`config.mk`:
```
export PLATFORM = sky130hd
export DESIGN_NAME = modular_exponentiation_core
export DESIGN_NICKNAME = d
export VERILOG_FILES = /design/src/hw/rtl/modexp_pkg.sv /design/src/hw/rtl/modexp_dp.sv /design/src/hw/rtl/modexp_ctrl.sv /design/src/hw/rtl/modular_exponentiation_core.sv
export SDC_FILE = /design/constraint.sdc
export NUM_CORES = 1
export LEC_CHECK = 0
export BUFFER_PORTS_ARGS = -buffer_cell sky130_fd_sc_hd__buf_2
export CORE_ASPECT_RATIO = 2
export CORE_MARGIN = 2
export CORE_UTILIZATION = 45
export CTS_BUF_LIST = sky130_fd_sc_hd__clkbuf_16
export DETAILED_ROUTE_END_ITERATION = 7
export PLACE_DENSITY_LB_ADDON = 0.15
export SLEW_MARGIN = 20
export SYNTH_ARGS = -nofsm -noshare
export SYNTH_HDL_FRONTEND = slang
export SYNTH_SLANG_ARGS = --single-unit
```
`constraint.sdc`:
```
create_clock -name clk -period 8.8 [get_ports clk]
set_clock_uncertainty 0.2 [all_clocks]
set_input_delay 0.88 -clock clk [delete_from_list [all_inputs] [get_ports clk]]
set_output_delay 0.88 -clock clk [all_outputs]
set_load 0.01 [all_outputs]
```
`src/hw/rtl/modexp_pkg.sv`:
```
package modexp_pkg;

    localparam int EXP_BITS = 32;
    localparam int MOD_BITS = 31;

    localparam int BASE_W = 31;
    localparam int EXPO_W = 32;
    localparam int RES_W  = 31;

    localparam int MCNT_W = (MOD_BITS > 1) ? $clog2(MOD_BITS) : 1;
    localparam int ECNT_W = (EXP_BITS > 1) ? $clog2(EXP_BITS) : 1;

    localparam logic [MOD_BITS-1:0] MODULUS_RESET = MOD_BITS'(1000000007);

    typedef struct packed {
        logic load;
        logic prep_mul;
        logic prep_sqr;
        logic step;
        logic wr_pw;
        logic wr_acc;
        logic shift_exp;
        logic emit;
    } ctl_cmd_t;

    typedef struct packed {
        logic exp_lsb;
        logic mul_last;
        logic exp_last;
    } dp_status_t;

endpackage

```
`src/hw/rtl/modexp_dp.sv`:
```
module modexp_dp
    import modexp_pkg::*;
(
    input  logic                clk,
    input  logic                rst_n,
    input  logic                modulus_wr_en,
    input  logic [RES_W-1:0]    modulus,
    input  logic [BASE_W-1:0]   base,
    input  logic [EXPO_W-1:0]   exponent,
    input  ctl_cmd_t            cmd,
    output dp_status_t          status,
    output logic                done,
    output logic [RES_W-1:0]    residue
);

    logic [MOD_BITS-1:0] mod_reg;
    logic [MOD_BITS-1:0] pw_reg, pw_next;
    logic [MOD_BITS-1:0] acc_reg, acc_next;
    logic [MOD_BITS-1:0] prod_reg, prod_next;
    logic [MOD_BITS-1:0] mr_reg, mr_next;
    logic [MOD_BITS-1:0] ad_reg, ad_next;
    logic [EXP_BITS-1:0] exp_reg, exp_next;
    logic [MCNT_W-1:0]   mcnt_reg, mcnt_next;
    logic [ECNT_W-1:0]   ecnt_reg, ecnt_next;
    logic [RES_W-1:0]    res_reg, res_next;
    logic                done_reg;

    logic [MOD_BITS+1:0] sum;
    logic [MOD_BITS+1:0] mod1;
    logic [MOD_BITS+1:0] mod2;
    logic [MOD_BITS+1:0] red_wide;
    logic [MOD_BITS-1:0] red;
    logic                mod_zero;
    logic                mod_one;

    assign mod_zero = (mod_reg == '0);
    assign mod_one  = (mod_reg == MOD_BITS'(1));

    assign sum  = {1'b0, prod_reg, 1'b0}
                + (mr_reg[MOD_BITS-1] ? {2'b00, ad_reg} : '0);
    assign mod1 = {2'b00, mod_reg};
    assign mod2 = {1'b0, mod_reg, 1'b0};

    always_comb
    begin
        if (sum >= mod2)
        begin
            red_wide = sum - mod2;
        end
        else if (sum >= mod1)
        begin
            red_wide = sum - mod1;
        end
        else
        begin
            red_wide = sum;
        end
    end

    assign red = red_wide[MOD_BITS-1:0];

    always_comb
    begin
        pw_next   = pw_reg;
        acc_next  = acc_reg;
        prod_next = prod_reg;
        mr_next   = mr_reg;
        ad_next   = ad_reg;
        exp_next  = exp_reg;
        mcnt_next = mcnt_reg;
        ecnt_next = ecnt_reg;
        res_next  = res_reg;

        if (cmd.load)
        begin
            exp_next  = exponent[EXP_BITS-1:0];
            mr_next   = MOD_BITS'(base);
            ad_next   = MOD_BITS'(1);
            prod_next = '0;
            mcnt_next = '0;
            ecnt_next = '0;
            acc_next  = mod_one ? '0 : MOD_BITS'(1);
        end
        if (cmd.prep_mul)
        begin
            mr_next   = acc_reg;
            ad_next   = pw_reg;
            prod_next = '0;
            mcnt_next = '0;
        end
        if (cmd.prep_sqr)
        begin
            mr_next   = pw_reg;
            ad_next   = pw_reg;
            prod_next = '0;
            mcnt_next = '0;
        end
        if (cmd.step)
        begin
            prod_next = red;
            mr_next   = {mr_reg[MOD_BITS-2:0], 1'b0};
            mcnt_next = mcnt_reg + MCNT_W'(1);
        end
        if (cmd.wr_pw)
        begin
            pw_next = prod_reg;
        end
        if (cmd.wr_acc)
        begin
            acc_next = prod_reg;
        end
        if (cmd.shift_exp)
        begin
            exp_next  = exp_reg >> 1;
            ecnt_next = ecnt_reg + ECNT_W'(1);
        end
        if (cmd.emit)
        begin
            res_next = mod_zero ? '0 : RES_W'(acc_reg);
        end
    end

    always_ff @(posedge clk or negedge rst_n)
    begin
        if (!rst_n)
        begin
            mod_reg  <= MODULUS_RESET;
            done_reg <= 1'b0;
        end
        else
        begin
            if (modulus_wr_en)
            begin
                mod_reg <= modulus[MOD_BITS-1:0];
            end
            done_reg <= cmd.emit;
        end
    end

    always_ff @(posedge clk)
    begin
        pw_reg   <= pw_next;
        acc_reg  <= acc_next;
        prod_reg <= prod_next;
        mr_reg   <= mr_next;
        ad_reg   <= ad_next;
        exp_reg  <= exp_next;
        mcnt_reg <= mcnt_next;
        ecnt_reg <= ecnt_next;
        res_reg  <= res_next;
    end

    assign status.exp_lsb  = exp_reg[0];
    assign status.mul_last = (mcnt_reg == MCNT_W'(MOD_BITS - 1));
    assign status.exp_last = (ecnt_reg == ECNT_W'(EXP_BITS - 1));

    assign done    = done_reg;
    assign residue = res_reg;

endmodule

```
`src/hw/rtl/modexp_ctrl.sv`:
```
module modexp_ctrl
    import modexp_pkg::*;
(
    input  logic       clk,
    input  logic       rst_n,
    input  logic       start,
    input  dp_status_t status,
    output ctl_cmd_t   cmd,
    output logic       busy
);

    typedef enum logic [8:0] {
        S_IDLE = 9'b000000001,
        S_RED  = 9'b000000010,
        S_WPW  = 9'b000000100,
        S_BIT  = 9'b000001000,
        S_MUL  = 9'b000010000,
        S_WAC  = 9'b000100000,
        S_SQR  = 9'b001000000,
        S_WSQ  = 9'b010000000,
        S_FIN  = 9'b100000000
    } state_t;

    state_t state_reg, state_next;

    always_comb
    begin
        state_next = state_reg;
        cmd        = '0;
        case (state_reg)
            S_IDLE:
            begin
                if (start)
                begin
                    cmd.load   = 1'b1;
                    state_next = S_RED;
                end
            end
            S_RED:
            begin
                cmd.step = 1'b1;
                if (status.mul_last)
                begin
                    state_next = S_WPW;
                end
            end
            S_WPW:
            begin
                cmd.wr_pw  = 1'b1;
                state_next = S_BIT;
            end
            S_BIT:
            begin
                if (status.exp_lsb)
                begin
                    cmd.prep_mul = 1'b1;
                    state_next   = S_MUL;
                end
                else
                begin
                    cmd.prep_sqr = 1'b1;
                    state_next   = S_SQR;
                end
            end
            S_MUL:
            begin
                cmd.step = 1'b1;
                if (status.mul_last)
                begin
                    state_next = S_WAC;
                end
            end
            S_WAC:
            begin
                cmd.wr_acc   = 1'b1;
                cmd.prep_sqr = 1'b1;
                state_next   = S_SQR;
            end
            S_SQR:
            begin
                cmd.step = 1'b1;
                if (status.mul_last)
                begin
                    state_next = S_WSQ;
                end
            end
            S_WSQ:
            begin
                cmd.wr_pw     = 1'b1;
                cmd.shift_exp = 1'b1;
                state_next    = status.exp_last ? S_FIN : S_BIT;
            end
            S_FIN:
            begin
                cmd.emit   = 1'b1;
                state_next = S_IDLE;
            end
            default:
            begin
                state_next = S_IDLE;
            end
        endcase
    end

    always_ff @(posedge clk or negedge rst_n)
    begin
        if (!rst_n)
        begin
            state_reg <= S_IDLE;
        end
        else
        begin
            state_reg <= state_next;
        end
    end

    assign busy = (state_reg != S_IDLE);

endmodule

```
`src/hw/rtl/modular_exponentiation_core.sv`:
```
// Channel   Handshake              Beat
// input     start, busy            base, exponent (taken when start && !busy)
// result    done                   residue (valid for the single cycle of done)
// config    modulus_wr_en          modulus (written on any edge with modulus_wr_en)
//
// The run time of a beat is set by the single bit-serial modular multiplier,
// one operand bit per cycle, shared by base reduction, multiply and square;
// a multiply is done for each set exponent bit, a square for every bit.
// done rises in the cycle after the emit state, the cycle busy falls.
// Reset clears the controller and loads modulus with 1000000007.
// The receiver cannot stall; the residue is held until the next result is emitted.
module modular_exponentiation_core
    import modexp_pkg::*;
(
    input  logic                clk,
    input  logic                rst_n,
    input  logic                start,
    output logic                busy,
    input  logic [BASE_W-1:0]   base,
    input  logic [EXPO_W-1:0]   exponent,
    output logic                done,
    output logic [RES_W-1:0]    residue,
    input  logic                modulus_wr_en,
    input  logic [RES_W-1:0]    modulus
);

    ctl_cmd_t   cmd;
    dp_status_t status;

    modexp_ctrl u_ctrl (
        .clk    (clk),
        .rst_n  (rst_n),
        .start  (start),
        .status (status),
        .cmd    (cmd),
        .busy   (busy)
    );

    modexp_dp u_dp (
        .clk           (clk),
        .rst_n         (rst_n),
        .modulus_wr_en (modulus_wr_en),
        .modulus       (modulus),
        .base          (base),
        .exponent      (exponent),
        .cmd           (cmd),
        .status        (status),
        .done          (done),
        .residue       (residue)
    );

endmodule

```
==> results.py <==
metrics = {
    "clock_network": {
        "cts_tree": "done",
        "cts_hold_buf": 0,
        "htreeDepth": 1,
        "clk_pin_slew_worst_paths_ns": 0.08,
        "root_buffer": "clkbuf_16",
        "cts_inserted_buffers": 26,
        "post_cts_resized": 0,
        "clockBufferDepth": 3,
        "cts.sinks": 269,
        "cts_setup_buffers": 0,
        "clk_latency_ns": 0.57,
    },
    "finish": {
        "final_cell_count_no_fill": 2302,
        "final_util_pct": 50.7,
        "final_common_cell": "nand2_1",
        "layout_common_cells": "nand2_1 (258), edfxtp_1 (226), buf_2 (130), nor2_1 (118)",
        "largest_reg_flops": 32,
        "syn2layout_area_growth_pct": 11.6,
        "drive_gt1_share_pct": 13.3,
        "fin_nets": 2020,
        "seqCellArea_um2": 7870,
        "diodes": 0,
        "fillerInstances": 3512,
        "multi_input_area_um2": 8440,
    },
    "setup_path": {
        "crit_type": "flip-flop to flip-flop",
        "crit_required_ns": 8.97,
        "crit_path_end_kind": "flip-flop",
        "ff2ff_setup_slack_ns": 1.84,
        "worstPathCellList": "and2_1 > ha_1 > nand4_1 > or3_1 > o21ai_0 > o31ai_1 > a31oi_1 > xor2_1 > ha_1 > and3_1 > and3_1 > a41o_1 > o31a_1 > a2111o_1 > nor2_1 > nand2_1 > a311oi_1",
        "crit_fanout": 31,
        "arrival_ns": 7.13,
        "start_kind": "flip-flop",
        "crit_slowest_cell": "edfxtp_1",
        "worst_path_largest_cell_delay_ns": 0.74,
        "critPathTopFamily": "compound AO/OA/AOI/OAI gates",
        "cp_num_buf_inv": 0,
    },
    "yosys": {
        "synth.area.top_cells": "edfxtp_1 (40%), ha_1 (7.1%), nand2_1 (5.8%), dfrtp_1 (3.6%), a21oi_1 (2.9%)",
        "synth_nets": 1925,
        "yosys.area.top_type_share_pct": 40.3,
        "synth_edf_count": 226,
        "avgSynthCellArea_um2": 9.73,
        "synth-main-ff-cell": "edfxtp_1",
        "synth.largest_area_cell": "edfxtp_1",
        "netlist_area_um2": 16800,
        "async_reset_ff_share_pct": 15.2,
        "synth.distinct_cells": 81,
        "syn_inst": 1728,
        "yosysSeqAreaShare_pct": 46.8,
        "yosysWarnings": 0,
        "synth_seq_cells": 269,
    },
    "timing": {
        "hold_viol_final": 0,
        "slew_viol_final": 0,
        "final.setup.tns_ns": 0,
        "rsz0062_at_grt": "false",
        "fmax_mhz": 144,
        "tightest_slew_ns": 1.20,
        "period_needed_ns": 6.96,
        "relSlewSlack_pct": 20.0,
        "period_share_pct": 79.1,
        "setup_viol": 0,
    },
    "drt": {
        "drt_pre_antenna_iters": 5,
        "via_per_inst": 5.72,
        "num_vias": 13162,
        "drt_first_iter_violations": 626,
        "routed_wl_um": 46000,
        "routedWlPerCell_um": 20.0,
        "drc": 0,
        "drtAntennaViolNets": 0,
    },
    "die": {
        "rows": 100,
        "die-height_um": 277,
        "die_w_um": 141,
        "coreArea_um2": 37000,
        "start_util_pct": 45.4,
        "die_area_um2": 39000,
        "io_pins": 131,
    },
    "grt": {
        "track_usage_pct": 23.2,
        "antenna_found_initial": 1,
        "grt_pass1_vias": 13282,
        "grt_pass1_wl_um": 71500,
        "grt_max_degree": 84,
        "grt_overflow": 0,
    },
    "placement": {
        "gp_congestion": 0.955,
        "placed_cells": 2254,
        "place_hpwl_um": 35800,
        "port_buffers": 130,
    },
    "status": {
        "outcome": "finished, final reports clean",
    },
    "run": {
        "cap_violations": 0,
    },
    "worst_hold_path": {
        "min_path_type": "input port to asynchronous set/reset pin",
    },
}
==> worst paths after layout <==
| path | start | endpoint | cells past startpoint |
|---|---|---|---|
| min in group clk | u_dp.prod_reg[4] | u_dp.pw_reg[4] | 0 |
| max in group asynchronous | rst_n | u_dp.mod_reg[26] | 2 |
| setup / recovery | u_dp.mr_reg[30] | u_dp.prod_reg[28] | 17 |
| hold reg to reg | u_dp.prod_reg[4] | u_dp.pw_reg[4] | 0 |
| hold / removal | rst_n | u_dp.mod_reg[6] | 2 |
| setup reg to reg | u_dp.mr_reg[30] | u_dp.prod_reg[28] | 17 |
==> cells in the mapped netlist, drive strengths merged, types with 33 or more instances <==
cell,count
o21ai,92
a21oi,103
inv,58
xnor2,44
a31oi,41
edfxtp,226
ha,96
o211ai,40
nand2,259
nor2b,71
nand3,45
and2,68
clkbuf,58
nor2,122
xor2,33
==> final cells by class <==
| class | instances | share of cell area (%) |
|---|---|---|
| Multi-Input combinational cell | 1321 | 45.0 |
| Inverter | 58 | 1.16 |
| Timing Repair Buffer | 147 | 4.15 |
| Tap cell | 459 | 3.06 |
| Clock inverter | 21 | 1.07 |
| Sequential cell | 269 | 42.0 |
| Clock buffer | 27 | 3.60 |
==> logic make-up after synthesis <==
logic type,Yosys count,synth area share (%)
AO/OA/AOI/OAI,409,16.1
XOR/XNOR,77,4.01
adder cells (fa/ha/maj),99,7.50
buffers and inverters,138,3.32
flip-flops,269,46.8
multiplexers,23,1.39
AND/OR/NAND/NOR,713,20.9
==> metrics by stage <==
step                hold WS, ns  setup WS (ns)  instance area [um^2]
floorplan                 0.248           3.36                 16800
global placement          0.275           2.05                 17900
detailed placement        0.280           1.80                 17900
CTS                       0.220           1.76                 18800
global route              0.237           1.28                 18800
finish                    0.200           1.84                 18800
==> per-layer routing <==
| metal | track usage [%] | up-vias | part of all wire, % |
|---|---|---|---|
| li1 | - | 6503 | - |
| met1 | 24.4 | 6251 | 37 |
| met2 | 45.6 | 309 | 55 |
| met3 | 1.76 | 99 | 3.3 |
| met4 | 10.8 | 0 | 4.9 |
| met5 | 0 | - | 0 |
Power is left out: the tool's default activity adds up to more than one toggle a clock period on the data nets, which glitch-free logic cannot reach.
